**src/rtl/rpsd_pkg.sv**
```systemverilog
// shared types and constants of the run-length pixel stream decoder
`timescale 1ns / 1ps
`default_nettype none

package rpsd_pkg;

  localparam int unsigned WORD_W       = 16;
  localparam int unsigned FRAME_CFG_W  = 21;
  localparam int unsigned CFG_DATA_W   = 21;
  localparam int unsigned CFG_INDEX_W  = 2;
  localparam int unsigned QUEUE_DEPTH  = 2;
  localparam int unsigned QUEUE_PTR_W  = (QUEUE_DEPTH > 1) ? $clog2(QUEUE_DEPTH) : 1;
  localparam int unsigned QUEUE_CNT_W  = $clog2(QUEUE_DEPTH + 1);

  typedef enum logic [CFG_INDEX_W-1:0] {
    CFG_FRAME_PIXELS  = 2'd0,
    CFG_TRANS_ENABLE  = 2'd1,
    CFG_TRANS_COLOR   = 2'd2,
    CFG_FILL_COLOR    = 2'd3
  } cfg_index_e;

  typedef enum logic [2:0] {
    MODE_HEADER  = 3'b001,
    MODE_LITERAL = 3'b010,
    MODE_REPEAT  = 3'b100
  } mode_e;

  // one pixel job handed from the front to the back
  typedef struct packed {
    logic              start;    // frame start seen since the previous job
    logic              is_rep;   // repeat run, else a literal pixel
    logic [WORD_W-1:0] run_len;  // requested repeat length
    logic [WORD_W-1:0] word;     // raw pixel colour
  } entry_t;

  typedef struct packed {
    logic [FRAME_CFG_W-1:0] frame_pixels;
    logic                   trans_en;
    logic [WORD_W-1:0]      trans_color;
    logic [WORD_W-1:0]      fill_color;
  } cfg_t;

endpackage

`default_nettype wire

```
**src/rtl/rpsd_front.sv**
```systemverilog
// front part: tracks run headers and turns pixel words into jobs
`timescale 1ns / 1ps
`default_nettype none

module rpsd_front (
  input  wire logic                      clk_i,
  input  wire logic                      rst_ni,
  input  wire logic                      accept_i,
  input  wire logic [rpsd_pkg::WORD_W-1:0] word_i,
  input  wire logic                      start_i,
  output rpsd_pkg::entry_t               entry_o,
  output logic                           push_o
);

  rpsd_pkg::mode_e               mode_q, mode_d;
  logic [rpsd_pkg::WORD_W-1:0]   run_q, run_d;
  logic                          pend_q, pend_d;
  rpsd_pkg::mode_e               mode_cur;

  always_comb begin
    mode_cur = start_i ? rpsd_pkg::MODE_HEADER : mode_q;
    mode_d   = mode_q;
    run_d    = run_q;
    push_o   = 1'b0;
    entry_o.start   = pend_q;
    entry_o.is_rep  = 1'b0;
    entry_o.run_len = run_q;
    entry_o.word    = word_i;
    if (accept_i) begin
      unique case (mode_cur)
        rpsd_pkg::MODE_LITERAL: begin
          push_o = 1'b1;
          run_d  = run_q - 16'd1;
          if (run_q == 16'd1) begin
            mode_d = rpsd_pkg::MODE_HEADER;
          end else begin
            mode_d = rpsd_pkg::MODE_LITERAL;
          end
        end
        rpsd_pkg::MODE_REPEAT: begin
          push_o         = 1'b1;
          entry_o.is_rep = 1'b1;
          run_d          = '0;
          mode_d         = rpsd_pkg::MODE_HEADER;
        end
        default: begin
          mode_d = rpsd_pkg::MODE_HEADER;
          if (word_i == '0) begin
            run_d = '0;
          end else if (word_i[rpsd_pkg::WORD_W-1]) begin
            // negative header, the most negative one gives 0x8000
            run_d  = 16'd0 - word_i;
            mode_d = rpsd_pkg::MODE_LITERAL;
          end else begin
            run_d  = word_i;
            mode_d = rpsd_pkg::MODE_REPEAT;
          end
        end
      endcase
    end
    // a frame start is handed on with the next job
    if (accept_i) begin
      pend_d = push_o ? 1'b0 : (pend_q | start_i);
    end else begin
      pend_d = pend_q;
    end
  end

  always_ff @(posedge clk_i or negedge rst_ni) begin
    if (!rst_ni) begin
      mode_q <= rpsd_pkg::MODE_HEADER;
      run_q  <= '0;
      pend_q <= 1'b0;
    end else begin
      mode_q <= mode_d;
      run_q  <= run_d;
      pend_q <= pend_d;
    end
  end

  a_literal_run_nonzero: assert property (@(posedge clk_i) disable iff (!rst_ni)
    mode_q == rpsd_pkg::MODE_LITERAL |-> run_q != '0)
    else $error("literal mode with an empty run");

  a_header_start_no_push: assert property (@(posedge clk_i) disable iff (!rst_ni)
    accept_i && start_i |-> !push_o)
    else $error("frame start word produced a pixel job");

endmodule

`default_nettype wire

```
**src/rtl/rpsd_queue.sv**
```systemverilog
// short job queue between the front and back parts
`timescale 1ns / 1ps
`default_nettype none

module rpsd_queue (
  input  wire logic       clk_i,
  input  wire logic       rst_ni,
  input  wire logic       push_i,
  input  wire rpsd_pkg::entry_t entry_i,
  output logic            full_o,
  output logic            valid_o,
  input  wire logic       pop_i,
  output rpsd_pkg::entry_t entry_o
);

  rpsd_pkg::entry_t                     mem_q [rpsd_pkg::QUEUE_DEPTH];
  logic [rpsd_pkg::QUEUE_PTR_W-1:0]     wr_q, wr_d, rd_q, rd_d;
  logic [rpsd_pkg::QUEUE_CNT_W-1:0]     cnt_q, cnt_d;
  logic                                 do_push, do_pop;

  localparam logic [rpsd_pkg::QUEUE_PTR_W-1:0] LastPtr =
    rpsd_pkg::QUEUE_PTR_W'(rpsd_pkg::QUEUE_DEPTH - 1);

  assign full_o  = (cnt_q == rpsd_pkg::QUEUE_CNT_W'(rpsd_pkg::QUEUE_DEPTH));
  assign valid_o = (cnt_q != '0);
  assign entry_o = mem_q[rd_q];
  assign do_push = push_i && !full_o;
  assign do_pop  = pop_i && valid_o;

  always_comb begin
    wr_d  = wr_q;
    rd_d  = rd_q;
    cnt_d = cnt_q;
    if (do_push) begin
      wr_d = (wr_q == LastPtr) ? '0 : wr_q + 1'b1;
    end
    if (do_pop) begin
      rd_d = (rd_q == LastPtr) ? '0 : rd_q + 1'b1;
    end
    if (do_push && !do_pop) begin
      cnt_d = cnt_q + 1'b1;
    end else if (do_pop && !do_push) begin
      cnt_d = cnt_q - 1'b1;
    end
  end

  always_ff @(posedge clk_i or negedge rst_ni) begin
    if (!rst_ni) begin
      wr_q  <= '0;
      rd_q  <= '0;
      cnt_q <= '0;
    end else begin
      wr_q  <= wr_d;
      rd_q  <= rd_d;
      cnt_q <= cnt_d;
    end
  end

  always_ff @(posedge clk_i) begin
    if (do_push) begin
      mem_q[wr_q] <= entry_i;
    end
  end

  a_cnt_in_range: assert property (@(posedge clk_i) disable iff (!rst_ni)
    cnt_q <= rpsd_pkg::QUEUE_CNT_W'(rpsd_pkg::QUEUE_DEPTH))
    else $error("queue count beyond depth");

  a_no_lost_push: assert property (@(posedge clk_i) disable iff (!rst_ni)
    push_i |-> !full_o)
    else $error("job pushed into a full queue");

endmodule

`default_nettype wire

```
**src/rtl/rpsd_back.sv**
```systemverilog
// back part: pixel counting, run truncation, colour substitution, output register
`timescale 1ns / 1ps
`default_nettype none

module rpsd_back #(
  parameter int unsigned PIXEL_COUNT_BITS = 21
) (
  input  wire logic                        clk_i,
  input  wire logic                        rst_ni,
  input  wire rpsd_pkg::cfg_t              cfg_i,
  input  wire logic                        job_valid_i,
  input  wire rpsd_pkg::entry_t            job_i,
  output logic                             job_pop_o,
  output logic                             out_valid_o,
  input  wire logic                        out_ready_i,
  output logic [rpsd_pkg::WORD_W-1:0]      out_color_o,
  output logic [rpsd_pkg::WORD_W-1:0]      out_count_o,
  output logic                             out_last_o
);

  localparam int unsigned P  = PIXEL_COUNT_BITS;
  localparam int unsigned CW = (P > rpsd_pkg::WORD_W) ? P : rpsd_pkg::WORD_W;

  logic [P-1:0]                  dec_q, dec_d;
  logic                          done_q, done_d;
  logic                          out_valid_q, out_valid_d;
  logic [rpsd_pkg::WORD_W-1:0]   out_color_q, out_count_q;
  logic                          out_last_q;

  logic [P-1:0]                  total, dec_base, room, dec_new;
  logic                          done_base, take, last;
  logic [CW-1:0]                 run_cw, room_cw, n_cw;
  logic [rpsd_pkg::WORD_W-1:0]   color;

  assign take      = job_valid_i && (!out_valid_q || out_ready_i);
  assign job_pop_o = take;

  always_comb begin
    total     = P'(cfg_i.frame_pixels);
    dec_base  = job_i.start ? '0 : dec_q;
    done_base = job_i.start ? 1'b0 : done_q;
    // total already reached still lets one pixel through
    room      = (total > dec_base) ? (total - dec_base) : P'(1);
    run_cw    = CW'(job_i.run_len);
    room_cw   = CW'(room);
    if (job_i.is_rep) begin
      n_cw = (run_cw < room_cw) ? run_cw : room_cw;
    end else begin
      n_cw = CW'(1);
    end
    dec_new = dec_base + P'(n_cw);
    last    = (total <= dec_new);
    if (cfg_i.trans_en && job_i.word == cfg_i.trans_color) begin
      color = cfg_i.fill_color;
    end else begin
      color = job_i.word;
    end
  end

  always_comb begin
    dec_d       = dec_q;
    done_d      = done_q;
    out_valid_d = out_valid_q;
    if (take) begin
      if (done_base) begin
        dec_d       = dec_base;
        done_d      = done_base;
        out_valid_d = 1'b0;
      end else begin
        dec_d       = dec_new;
        done_d      = last;
        out_valid_d = 1'b1;
      end
    end else if (out_ready_i) begin
      out_valid_d = 1'b0;
    end
  end

  always_ff @(posedge clk_i or negedge rst_ni) begin
    if (!rst_ni) begin
      dec_q       <= '0;
      done_q      <= 1'b0;
      out_valid_q <= 1'b0;
    end else begin
      dec_q       <= dec_d;
      done_q      <= done_d;
      out_valid_q <= out_valid_d;
    end
  end

  always_ff @(posedge clk_i) begin
    if (take && !done_base) begin
      out_color_q <= color;
      out_count_q <= n_cw[rpsd_pkg::WORD_W-1:0];
      out_last_q  <= last;
    end
  end

  assign out_valid_o = out_valid_q;
  assign out_color_o = out_color_q;
  assign out_count_o = out_count_q;
  assign out_last_o  = out_last_q;

  a_dropped_job_no_result: assert property (@(posedge clk_i) disable iff (!rst_ni)
    take && done_base |=> !out_valid_q)
    else $error("job after frame end produced a result");

  a_count_nonzero: assert property (@(posedge clk_i) disable iff (!rst_ni)
    out_valid_q |-> out_count_q != '0)
    else $error("result with a zero repeat count");

  a_last_marks_done: assert property (@(posedge clk_i) disable iff (!rst_ni)
    out_valid_q && out_last_q |-> done_q)
    else $error("frame last sent while frame not done");

endmodule

`default_nettype wire

```
**src/rtl/rle_pixel_stream_decoder.sv**
```systemverilog
// top level of the run-length RGB565 pixel stream decoder
//
//  channel   dir  handshake                     payload
//  s_axis    in   s_axis_tvalid/s_axis_tready   tdata data_word, tuser frame_start
//  m_axis    out  m_axis_tvalid/m_axis_tready   tdata pixel_color, repeat_count; tlast
//  cfg       in   cfg_we_i                      cfg_index_i, cfg_wdata_i
//
// one coded word is taken per cycle while the job queue is not full; a pixel word
// reaches m_axis through the queue write, then the output register; header words
// give no result; the front tracks run headers, a two-entry job queue feeds the back,
// which counts pixels and truncates runs against the frame total
// s_axis_tready drops only when the job queue is full; the back stalls on m_axis_tready
// reset clears mode, counters, queue and registers; no clearing pass is needed
`timescale 1ns / 1ps
`default_nettype none

module rle_pixel_stream_decoder #(
  parameter int unsigned PIXEL_COUNT_BITS = 21
) (
  input  wire logic                               clk_i,
  input  wire logic                               rst_ni,
  // configuration
  input  wire logic                               cfg_we_i,
  input  wire logic [rpsd_pkg::CFG_INDEX_W-1:0]   cfg_index_i,
  input  wire logic [rpsd_pkg::CFG_DATA_W-1:0]    cfg_wdata_i,
  // coded word stream
  input  wire logic                               s_axis_tvalid,
  output logic                                    s_axis_tready,
  input  wire logic [15:0]                        s_axis_tdata,  // [15:0] data_word
  input  wire logic                               s_axis_tuser,  // [0] frame_start
  // decoded run stream
  output logic                                    m_axis_tvalid,
  input  wire logic                               m_axis_tready,
  output logic [31:0]                             m_axis_tdata,  // [15:0] pixel_color,
                                                                 // [31:16] repeat_count
  output logic                                    m_axis_tlast
);

  rpsd_pkg::cfg_t    cfg_q;
  rpsd_pkg::entry_t  push_entry, head_entry;
  logic              push, q_full, q_valid, q_pop, accept;
  logic [15:0]       out_color, out_count;

  always_ff @(posedge clk_i or negedge rst_ni) begin
    if (!rst_ni) begin
      cfg_q <= '0;
    end else if (cfg_we_i) begin
      unique case (rpsd_pkg::cfg_index_e'(cfg_index_i))
        rpsd_pkg::CFG_FRAME_PIXELS: cfg_q.frame_pixels <= cfg_wdata_i;
        rpsd_pkg::CFG_TRANS_ENABLE: cfg_q.trans_en     <= cfg_wdata_i[0];
        rpsd_pkg::CFG_TRANS_COLOR:  cfg_q.trans_color  <= cfg_wdata_i[15:0];
        rpsd_pkg::CFG_FILL_COLOR:   cfg_q.fill_color   <= cfg_wdata_i[15:0];
        default: ;
      endcase
    end
  end

  assign s_axis_tready = !q_full;
  assign accept        = s_axis_tvalid && s_axis_tready;

  rpsd_front u_front (
    .clk_i    (clk_i),
    .rst_ni   (rst_ni),
    .accept_i (accept),
    .word_i   (s_axis_tdata),
    .start_i  (s_axis_tuser),
    .entry_o  (push_entry),
    .push_o   (push)
  );

  rpsd_queue u_queue (
    .clk_i   (clk_i),
    .rst_ni  (rst_ni),
    .push_i  (push),
    .entry_i (push_entry),
    .full_o  (q_full),
    .valid_o (q_valid),
    .pop_i   (q_pop),
    .entry_o (head_entry)
  );

  rpsd_back #(
    .PIXEL_COUNT_BITS (PIXEL_COUNT_BITS)
  ) u_back (
    .clk_i       (clk_i),
    .rst_ni      (rst_ni),
    .cfg_i       (cfg_q),
    .job_valid_i (q_valid),
    .job_i       (head_entry),
    .job_pop_o   (q_pop),
    .out_valid_o (m_axis_tvalid),
    .out_ready_i (m_axis_tready),
    .out_color_o (out_color),
    .out_count_o (out_count),
    .out_last_o  (m_axis_tlast)
  );

  assign m_axis_tdata = {out_count, out_color};

endmodule

`default_nettype wire
```
**config.mk**
```make
export PLATFORM = sky130hd
export DESIGN_NAME = rle_pixel_stream_decoder
export DESIGN_NICKNAME = d
export VERILOG_FILES = /design/src/rtl/rpsd_pkg.sv /design/src/rtl/rpsd_front.sv /design/src/rtl/rpsd_queue.sv /design/src/rtl/rpsd_back.sv /design/src/rtl/rle_pixel_stream_decoder.sv
export SDC_FILE = /design/constraint.sdc
export NUM_CORES = 1
export LEC_CHECK = 0
export ABC_AREA = 1
export ABC_CLOCK_PERIOD_IN_PS = 12550
export BUFFER_PORTS_ARGS = -buffer_cell sky130_fd_sc_hd__clkbuf_2
export CORE_MARGIN = 2
export CORE_UTILIZATION = 50
export CTS_BUF_LIST = sky130_fd_sc_hd__clkbuf_16
export DETAILED_ROUTE_END_ITERATION = 12
export GPL_ROUTABILITY_DRIVEN = 0
export GPL_TIMING_DRIVEN = 0
export PLACE_DENSITY = 0.77
export SKIP_CTS_REPAIR_TIMING = 1
export SLEW_MARGIN = 15
export SYNTH_ARGS = -nofsm -noshare
export SYNTH_HDL_FRONTEND = slang
export SYNTH_SLANG_ARGS = --single-unit
```
**constraint.sdc**
```tcl
create_clock -name clk_i -period 12.55 [get_ports clk_i]
set_input_delay 3.1375 -clock clk_i [delete_from_list [all_inputs] [get_ports clk_i]]
set_output_delay 3.1375 -clock clk_i [all_outputs]
set_load 0.02 [all_outputs]
```
==> run metrics, run 1 <==
TNS Setup=0 ps; Die Ht=160.1 um; CTS tree=built; Die ar.=0.02562 mm2; via count=10439; final net count=1738; clk_lat worst skew=530 ps; M2 GR Usage=42.58%; met1 GRT Util=32.44%; Worst setup EP type=register; Clock Sinks=202; Avg WL per Cell=16.27 um; htree depth=1; unrepaired setup endpoints after global routing=false; Congestion Overflow GR=0; warnings from Yosys=0; final WL=31.74 mm; post-synthesis sequential area ratio=45.67%; Setup-failing EPs final=0; first-pass GRT wire length=51.45 mm; peak supply drop=118.0 uV; Power Total=3814 uW; leading register cell type out of synthesis=edfxtp_1; Final Core Density=57.28%; R2R setup slack=4300 ps; critical path data arrival time=8660 ps; Ant. Diodes=0; CP max stage delay=440 ps; met3 GRT Util=3.558%; Synth Cell Area=0.01218 mm2; CP most frequent cell=nand2_1; io pins=80; Critical Path Source=u_queue.rd_q; drt first pass iters=5; Avg Vias per Cell=5.351; TritonCTS Buffers=23; Worst path slowest cell=ha_1; largest net degree at the start of global routing=93; Antenna Nets Post-Route=0; worst min path class=register to register; Die Wd=160.1 um; Post-Place Cells=1909; maxcap violations=0; Slew Limit Fails=0; most common cell after layout, fill and taps aside=nand2_1; status=complete, no violations; DRT iter0 DRCs=900; cell count after synthesis=1500; worst hold endpoint=cfg_q[7]; Fin. Hold Viols=0; ys async rst share=50.00%; Distinct cells, synth=56; CP Class=register to register; Layout area overhead=13.39%; DP Area=0.01310 mm2; Pwr Density=276.2 mW/mm2; min-delay src=cfg_q[7]; post-layout instance area=0.01381 mm2; CP Max Fanout=10; skew final=14.66 ps; busiest grt layer=met2; share of post-route cells with drive strength above 1=10.94%; R2R cell count=49; fin cells=1951; Final Critical Period=8250 ps; clk slew on worst S/H paths=60 ps; number of antenna violations at the first check in global routing=0; vias in the first global route=10093; #FFs+latches synth=202; Rows=57; core box area=0.02411 mm2; FF-to-FF End=u_back.done_q; most frequent cells in the layout=nand2_1, inv_1, nor2_1; f_max=121.2 MHz; Post-synth EDFFs=101; CTS root buffer=clkbuf_16; Static Leak=0.006669 uW; Buffers on Ports=79; startpoint class of the critical path=register; residual DRC count=0; Mapped Avg Cell Area=8.119 um2; DP HPWL=24.41 mm; worst relative slew slack=49.43%; Tightest Pin Transition=757.7 ps; GRT Overall Usage=25.06%; CTS Buffer Depth=3; worst hold stages=2; Reg-to-Reg Start=u_queue.rd_q; crit share post-route=65.74%; initial core utilization=50.52%; data required time of the worst path=12960 ps
## cell usage after synthesis (3+ instances only)
cell / instances / area [um2]
nand3b_1: 7 / 52.55
o21ai_1: 6 / 30.03
buf_2: 4 / 20.02
xor2_1: 22 / 192.7
a21oi_1: 64 / 320.3
inv_2: 3 / 11.26
o21ai_0: 110 / 550.5
nor3_1: 11 / 55.05
o211ai_1: 3 / 22.52
buf_4: 3 / 22.52
o21bai_1: 7 / 52.55
nand3_1: 49 / 245.2
nor4_1: 8 / 50.05
nand2_2: 7 / 43.79
mux2_2: 5 / 56.30
dfrtp_1: 100 / 2502
a21o_1: 5 / 37.54
or2_2: 16 / 100.1
buf_6: 4 / 45.04
clkinv_1: 3 / 11.26
nor2_2: 10 / 62.56
xnor2_1: 20 / 175.2
clkbuf_1: 22 / 82.58
nand4_1: 9 / 56.30
a31oi_1: 18 / 112.6
edfxtp_1: 101 / 3033
inv_1: 181 / 679.4
o22ai_1: 3 / 18.77
nand2_1: 452 / 1697
nor2_1: 131 / 491.7
a211oi_1: 3 / 22.52
ha_1: 81 / 1013
## per-stage QoR
stage	worst slack, ps	hold WS [ps]
6_report	4300	485.7
5_1_grt	3489	500.7
4_1_cts	4389	488.0
3_5_place_dp	4431	470.1
3_3_place_gp	4545	452.1
2_1_floorplan	6195	436.9
## worst max-delay path by stage
stage	end	slack, ps
finish	u_back.done_q	4300
global route	u_back.done_q	3490
CTS	u_back.done_q	4390
detailed placement	u_back.done_q	4430
global placement	u_back.done_q	4550
floorplan	u_back.out_last_o	6200
## final cells by class
cell class              instances  area (um2)
fillers                      2160       10300
multi-input cells            1079        5763
flip-flops and latches        202        5562
inverters                     187       703.2
clock buffers                  23       575.6
repair buffers                 82       486.7
well taps                     324       405.4
plain buffers                  35       177.7
clock inverters                19       135.1
## cells by family (layout without fill, tap and decap cells)
group	Yosys count	in the layout	synth area share, %
AOI/OAI and AO/OA	233	233	10.60
DFF	202	202	45.67
muxes	7	7	0.6267
adders and majority gates	83	83	8.651
buffers and inverters	222	346	7.223
xor gates and xnor gates	42	42	3.021
and+or+nand+nor	710	710	24.18
other	1	4	0.03079
## layer usage
metal  wire length [um]  part of all wire, %  vias up
li1                   -                    -     5131
met1              13010                   41     4892
met2              15290                   48      337
met3               2130                  6.7       79
met4               1319                  4.2        0
met5                  0                    0        -
## flip-flops by register name, indices dropped and copies added (netlist names)
register / flops
u_queue.cnt_q: 2
u_front.pend_q: 1
u_front.run_q: 16
u_back.dec_q: 21
u_back.out_color_o: 16
u_queue.mem_q: 68
u_back.out_valid_o: 1
u_back.out_last_o: 1
u_queue.rd_q: 1
u_back.out_count_o: 16
u_front.mode_q: 3
u_queue.wr_q: 1
cfg_q: 54
u_back.done_q: 1
## critical path, delay by kind of cell, from the launching register on
kind / cells / cell delay, ps
adder cells (fa/ha/maj): 4 / 1150
buffers and inverters: 10 / 1630
AND/OR/NAND/NOR: 24 / 3270
AO/OA/AOI/OAI: 11 / 1720
flip-flops: 1 / 330
## where the power goes
part	internal (uW)	total [uW]	leakage [uW]	switching [uW]
clock network	357	634	0.000369	277
logic	730	2120	0.00414	1390
registers	940	1060	0.00216	123
No activity file was read; power rests on OpenSTA's default activity.
==> inputs of run 2 (changes only) <==
- ABC_AREA: 1 -> 0
- ABC_CLOCK_PERIOD_IN_PS: 12550 -> 8600
- clock period: 12.55 -> 8.6 ns (I/O delays scaled with it)
==> run 2 against run 1 <==
  * The run now ends with negative setup slack left
  * Die area shrank 4.1%
  * Clock power grew 47%
  * Maximum frequency shrank 4.4%
  * Setup slack lost 4300 ps
  * Sequential power grew 47%
  * Non-clock buffer count grew 54
  * Critical endpoint unchanged
  * Routed wire length grew 1.9%
  * Sequential share of layout area shrank 2.5 points
  * Register-to-register slack lost 4300 ps
  * Global-route usage shrank 1.8 points
  * Area after synthesis shrank 4.2%
  * Critical path depth shrank 8
==> run metrics, run 2 <==
status=finished with violations; failing checks=negative setup slack; htree depth=1 (unchanged); area leader, netlist=edfxtp_1; Worst setup EP type=register; top cells by area, synth=edfxtp_1, dfrtp_1, ha_1, mux2_2, mux2i_1; TritonCTS Buffers=22 (-4.3%); worst relative slew slack=30.71% (-19 points); core box area=0.02278 mm2 (-5.5%); Static Leak=0.006074 uW (-8.9%); TNS Setup=-31.05 ps (-31.05 ps); CP max stage delay=480 ps (+40 ps); Clock Sinks=202 (unchanged); ys async rst share=50.00% (unchanged); Avg Vias per Cell=6.074 (+14%); DP HPWL=21.13 mm (-13%); Fin. Hold Viols=0 (unchanged); critical path data arrival time=9070 ps (+410 ps); leading register cell type out of synthesis=edfxtp_1; vias in the first global route=8496 (-16%); share of post-route cells with drive strength above 1=30.42% (+19 points); share of the synthesized area in the top cell type=25.99% (+1.1 points); initial core utilization=51.23% (+0.71 points); CP Max Fanout=8 (-2); crit share post-route=100.4% (+35 points); post-synthesis sequential area ratio=47.66% (+2.0 points); DP Area=0.01258 mm2 (-3.9%); Die Wd=156.8 um (-2.1%); Synth Cell Area=0.01167 mm2 (-4.2%); Post-synth EDFFs=101 (unchanged); Pwr Density=429.5 mW/mm2 (+55%); largest net degree at the start of global routing=67 (-28%); worst hold stages=2 (unchanged); Tightest Pin Transition=1031 ps (+273.1 ps); clk slew on worst S/H paths=60 ps (about the same); most frequent cell after synthesis=nand2_1; Slew Limit Fails=0 (unchanged); residual DRC count=0 (unchanged); R2R cell count=41 (-16%); Biggest register=u_queue.mem_q; Final Core Density=64.63% (+7.3 points); cell count after synthesis=1065 (-29%); #FFs+latches synth=202 (unchanged); via count=9469 (-9.3%); peak supply drop=240.0 uV (+100%); Layout area overhead=26.14%; final WL=32.36 mm (+1.9%); skew final=24.27 ps (+9.616 ps); CTS Buffer Depth=3 (unchanged); DRT iter0 DRCs=908 (+0.89%); Setup WS pre-CTS=-2174 ps (-6605 ps); Distinct cells, synth=75 (+34%); data required time of the worst path=9030 ps (-3930 ps); startpoint class of the critical path=register; largest registers=u_queue.mem_q x68, cfg_q x54, u_back.dec_q x21; clk_lat worst skew=520 ps (about the same); Mapped Avg Cell Area=10.96 um2 (+35%); Die Ht=156.8 um (-2.1%); most common cell after layout, fill and taps aside=nand2_1; CTS tree=built; Congestion Overflow GR=0 (unchanged); Power Total=6322 uW (+66%); final net count=1358 (-22%); GRT Overall Usage=23.23% (-1.8 points); Antenna Nets Post-Route=0 (unchanged); Worst path slowest cell=nor3_1; first-pass GRT wire length=44.76 mm (-13%); final setup margin=-31.05 ps (-4331 ps); drt first pass iters=5 (unchanged); post-layout instance area=0.01472 mm2 (+6.6%); Die ar.=0.02458 mm2 (-4.1%); Final Critical Period=8631 ps (+380.8 ps); max reg flops=68 (unchanged); most frequent cells in the layout=nand2_1, edfxtp_1, dfrtp_1; Rows=55 (-3.5%); Setup-failing EPs final=1 (+1); Ant. Diodes=0 (unchanged); CP Class=register to register; worst min path class=register to register; number of antenna violations at the first check in global routing=0 (unchanged); f_max=115.9 MHz (-4.4%); maxcap violations=0 (unchanged); CTS root buffer=clkbuf_16; warnings from Yosys=0 (unchanged); Avg WL per Cell=20.75 um (+28%); most frequent cells after synthesis=nand2_1, edfxtp_1, dfrtp_1; io pins=80 (unchanged); Buffers on Ports=79 (unchanged)
run 2: worst paths after layout:
kind / slack [ps] / from / to
setup / recovery: -30 / u_queue.rd_q / u_back.done_q
hold / removal: 480 / u_back.dec_q[15] / u_back.dec_q[15]
setup reg to reg: -30 / u_queue.rd_q / u_back.done_q
hold reg to reg: 480 / u_back.dec_q[15] / u_back.dec_q[15]
max in group asynchronous: 6420 / rst_ni / u_back.dec_q[16]
min in group asynchronous: 1560 / rst_ni / u_front.run_q[0]
run 2: final cells by class:
type | count | area (um2)
timing repair buffer | 140 | 963.4
clock buffer | 23 | 575.6
inverter | 54 | 202.7
tap | 313 | 391.6
sequential | 202 | 5562
multi-input combinational | 779 | 6683
buffer | 31 | 211.5
fill | 1602 | 8058
clock inverter | 17 | 131.4
run 2: critical path, delay by kind of cell, from the launching register on:
kind | cells | cell delay (ps)
xor+xnor | 2 | 440
mux | 2 | 660
fa+ha+maj | 4 | 1220
simple gates | 9 | 1670
compound gates | 14 | 2740
flops | 1 | 360
buf+inv | 10 | 1410
run 2: cells by family (layout without fill, tap and decap cells):
family | after synthesis | in the layout | share of synthesized area, %
and+or+nand+nor | 279 | 279 | 11.64
other | 1 | 4 | 0.03213
muxes | 119 | 119 | 10.95
buffers and inverters | 87 | 265 | 2.916
DFF | 202 | 202 | 47.66
AOI/OAI and AO/OA | 226 | 226 | 12.67
xor gates and xnor gates | 68 | 68 | 5.103
adders and majority gates | 83 | 83 | 9.028
run 2: per-stage QoR:
stage | hold WS (ps) | cells
5_1_grt | 512.5 | 1559
3_5_place_dp | 462.2 | 1464
4_1_cts | 477.3 | 1504
2_1_floorplan | 437.4 | 1068
3_3_place_gp | 450.8 | 1460
6_report | 482.6 | 1559
run 2: routing by layer:
| layer | routed length [um] | share of wire [%] | GRT usage, % |
|---|---|---|---|
| met1 | 12990 | 40 | 32.70 |
| met3 | 2475 | 7.6 | 3.295 |
| met4 | 1788 | 5.5 | 7.296 |
| met2 | 15100 | 47 | 37.28 |
| met5 | 0 | 0 | 0 |
run 2: power by group:
group | internal [uW] | switching (uW)
sequential | 1370 | 190
combinational | 1650 | 2180
clock | 543 | 389
total | 3570 | 2760
==> inputs of run 3 (changes only) <==
- CTS_BUF_LIST: sky130_fd_sc_hd__clkbuf_16 -> sky130_fd_sc_hd__clkbuf_8
- SYNTH_HIERARCHICAL: default -> 1
==> run 3 against run 2 <==
  * Routed wire length down 9.5%
  * Sequential share of layout area increased by 0.80 points
  * First-iteration DRC count decreased by 36%
  * Critical endpoint is now u_back/done_q
  * Critical path type unchanged
  * Worst hold slack got worse by 6.8 ps
  * The run now ends clean
==> run metrics, run 3 <==
Avg WL per Cell=19.18 um (-7.6%); final net count=1310 (-3.5%); CTS root buffer=clkbuf_8; cell count after synthesis=1034 (-2.9%); Fin. Hold Viols=0 (unchanged); TritonCTS Buffers=35 (+59%); peak supply drop=194.9 uV (-19%); skew final=29.33 ps (+5.053 ps); via count=8764 (-7.4%); top cells by area, synth=edfxtp_1, dfrtp_1, ha_1, mux2_2, mux2_4; CTS tree=built; met1 GRT Util=30.46% (-2.2 points); Mapped Avg Cell Area=11.56 um2 (+5.5%); share of the synthesized area in the top cell type=25.38% (-0.61 points); Worst path slowest cell=or3_4; CP Class=register to register; most frequent cells after synthesis=edfxtp_1, dfrtp_1, nand2_1; largest registers=u_queue/mem_q x68, cfg_q x54, u_back/dec_q x21; post-synthesis sequential area ratio=46.54% (-1.1 points); residual DRC count=0 (unchanged); fillcell total=1784 (+11%); Layout area overhead=20.63%; Static Leak=0.006107 uW (+0.54%); crit share post-route=98.68% (-1.7 points); Post-Place Cells=1438 (-1.8%); DRT iter0 DRCs=581 (-36%); f_max=117.8 MHz (+1.7%); DP HPWL=21.22 mm (+0.42%); Avg Vias per Cell=5.739 (-5.5%); CP max stage delay=480 ps (about the same); M2 GR Usage=38.69% (+1.4 points); CP Max Fanout=14 (+6); vias in the first global route=8606 (+1.3%); number of antenna violations at the first check in global routing=0 (unchanged); Slew Limit Fails=0 (unchanged); most frequent cells in the layout=edfxtp_1, dfrtp_1, nand2_1; ys async rst share=50.00% (unchanged); startpoint class of the critical path=register; Die Wd=158.6 um (+1.2%); CP most frequent cell=ha_1; area leader, netlist=edfxtp_1; Distinct cells, synth=84 (+12%); Congestion Overflow GR=0 (unchanged); Synth Cell Area=0.01195 mm2 (+2.4%); share of post-route cells with drive strength above 1=33.28% (+2.9 points); Die ar.=0.02515 mm2 (+2.3%); TNS Setup=0 ps (+31.05 ps); Clock Sinks=202 (unchanged); Final Core Density=61.41% (-3.2 points); Setup-failing EPs final=0 (-1); met3 GRT Util=3.430% (+0.13 points); max reg flops=68 (unchanged); most frequent cell after synthesis=edfxtp_1; Tightest Pin Transition=961.1 ps (-69.75 ps); most common cell after layout, fill and taps aside=edfxtp_1; CTS Buffer Depth=3 (unchanged); Pwr Density=367.4 mW/mm2 (-14%); Final Critical Period=8487 ps (-144.5 ps); Antenna Nets Post-Route=0 (unchanged); data required time of the worst path=9000 ps (-30 ps); drt first pass iters=5 (unchanged); Buffers on Ports=78 (-1.3%); initial core utilization=50.91% (-0.33 points); warnings from Yosys=6 (+6); first-pass GRT wire length=44.77 mm (about the same); htree depth=2 (+1); leading register cell type out of synthesis=edfxtp_1; worst min path class=register to register; final WL=29.28 mm (-9.5%); multi-input logic area=0.006440 mm2 (-3.6%); clk slew on worst S/H paths=60 ps (about the same); core box area=0.02347 mm2 (+3.0%); busiest grt layer=met2; status=complete, no violations; Rows=56 (+1.8%); fin cells=1527 (-2.1%); largest net degree at the start of global routing=75 (+12%); clk_lat worst skew=540 ps (+20 ps); Die Ht=158.6 um (+1.2%); Reg area=0.005562 mm2 (unchanged); final setup margin=113.5 ps (+144.5 ps); critical path data arrival time=8890 ps (-180 ps); Biggest register=u_queue/mem_q; #FFs+latches synth=202 (unchanged); io pins=80 (unchanged); Worst setup EP type=register; maxcap violations=0 (unchanged); GRT Overall Usage=23.06% (-0.17 points); Ant. Diodes=0 (unchanged); Setup WS pre-CTS=-1988 ps (+185.5 ps); Post-synth EDFFs=101 (unchanged); worst relative slew slack=35.79% (+5.1 points)
## run 3: changes by cell type after synthesis, moves of 13 or more
| cell | change |
|---|---|
| mux2_4 | +39 |
| buf_4 | +17 |
| mux2i_1 | -49 |
| o22ai_1 | +13 |
| nand2_1 | -17 |
| nand3_1 | -14 |
## run 3: cell type report
class	instances	share of cell area, %
clock buffers	37	3.533
plain buffers	45	2.769
clock inverters	27	1.632
flip-flops and latches	202	38.59
multi-input cells	742	44.68
well taps	319	2.769
repair buffers	111	4.870
inverters	44	1.163
## run 3: worst paths after layout
check                                   end            start  cells after the start  slack, ps
min in group asynchronous  u_front/run_q[1]           rst_ni                      1       1500
setup / recovery              u_back/done_q     u_queue/rd_q                     40        110
hold reg to reg             u_back/dec_q[0]  u_back/dec_q[0]                      2        480
setup reg to reg              u_back/done_q     u_queue/rd_q                     40        110
hold / removal              u_back/dec_q[0]  u_back/dec_q[0]                      2        480
max in group asynchronous  u_back/dec_q[10]           rst_ni                      2       6450
## run 3: per-stage QoR
step | power (uW) | cell area [um2] | hold WS [ps]
after floorplan | 3288 | 11960 | 437.9
after global placement | 3841 | 12750 | 452.9
after detailed placement | 3938 | 12850 | 461.2
after CTS | 4887 | 13600 | 471.0
after global routing | 5626 | 14410 | 509.7
final | 5295 | 14410 | 475.8
## run 3: cell families after synthesis
kind of cell	count (synthesis)	synth area share [%]
muxes	106	11.20
AOI/OAI and AO/OA	232	12.92
adders and majority gates	84	8.921
xor gates and xnor gates	68	4.984
DFF	202	46.54
and+or+nand+nor	248	10.68
other	1	0.03138
buffers and inverters	93	4.712
## run 3: power breakdown
group	switching [uW]	leakage (uW)	internal [uW]
clock network	401	0.000426	527
registers	181	0.00215	1340
logic	1610	0.00353	1230
## run 3: metal layers
metal,wire (um),part of all wire (%)
met5,0,0
met4,953,3.3
met3,1603,5.5
met2,14180,48
met1,12540,43
## run 3: worst max-delay path: cells and delay by family, from the launching register on
family,cells,cell delay (ps)
fa+ha+maj,4,1140
simple gates,9,1530
flops,1,400
xor+xnor,2,400
buf+inv,6,850
compound gates,18,3660
mux,1,370
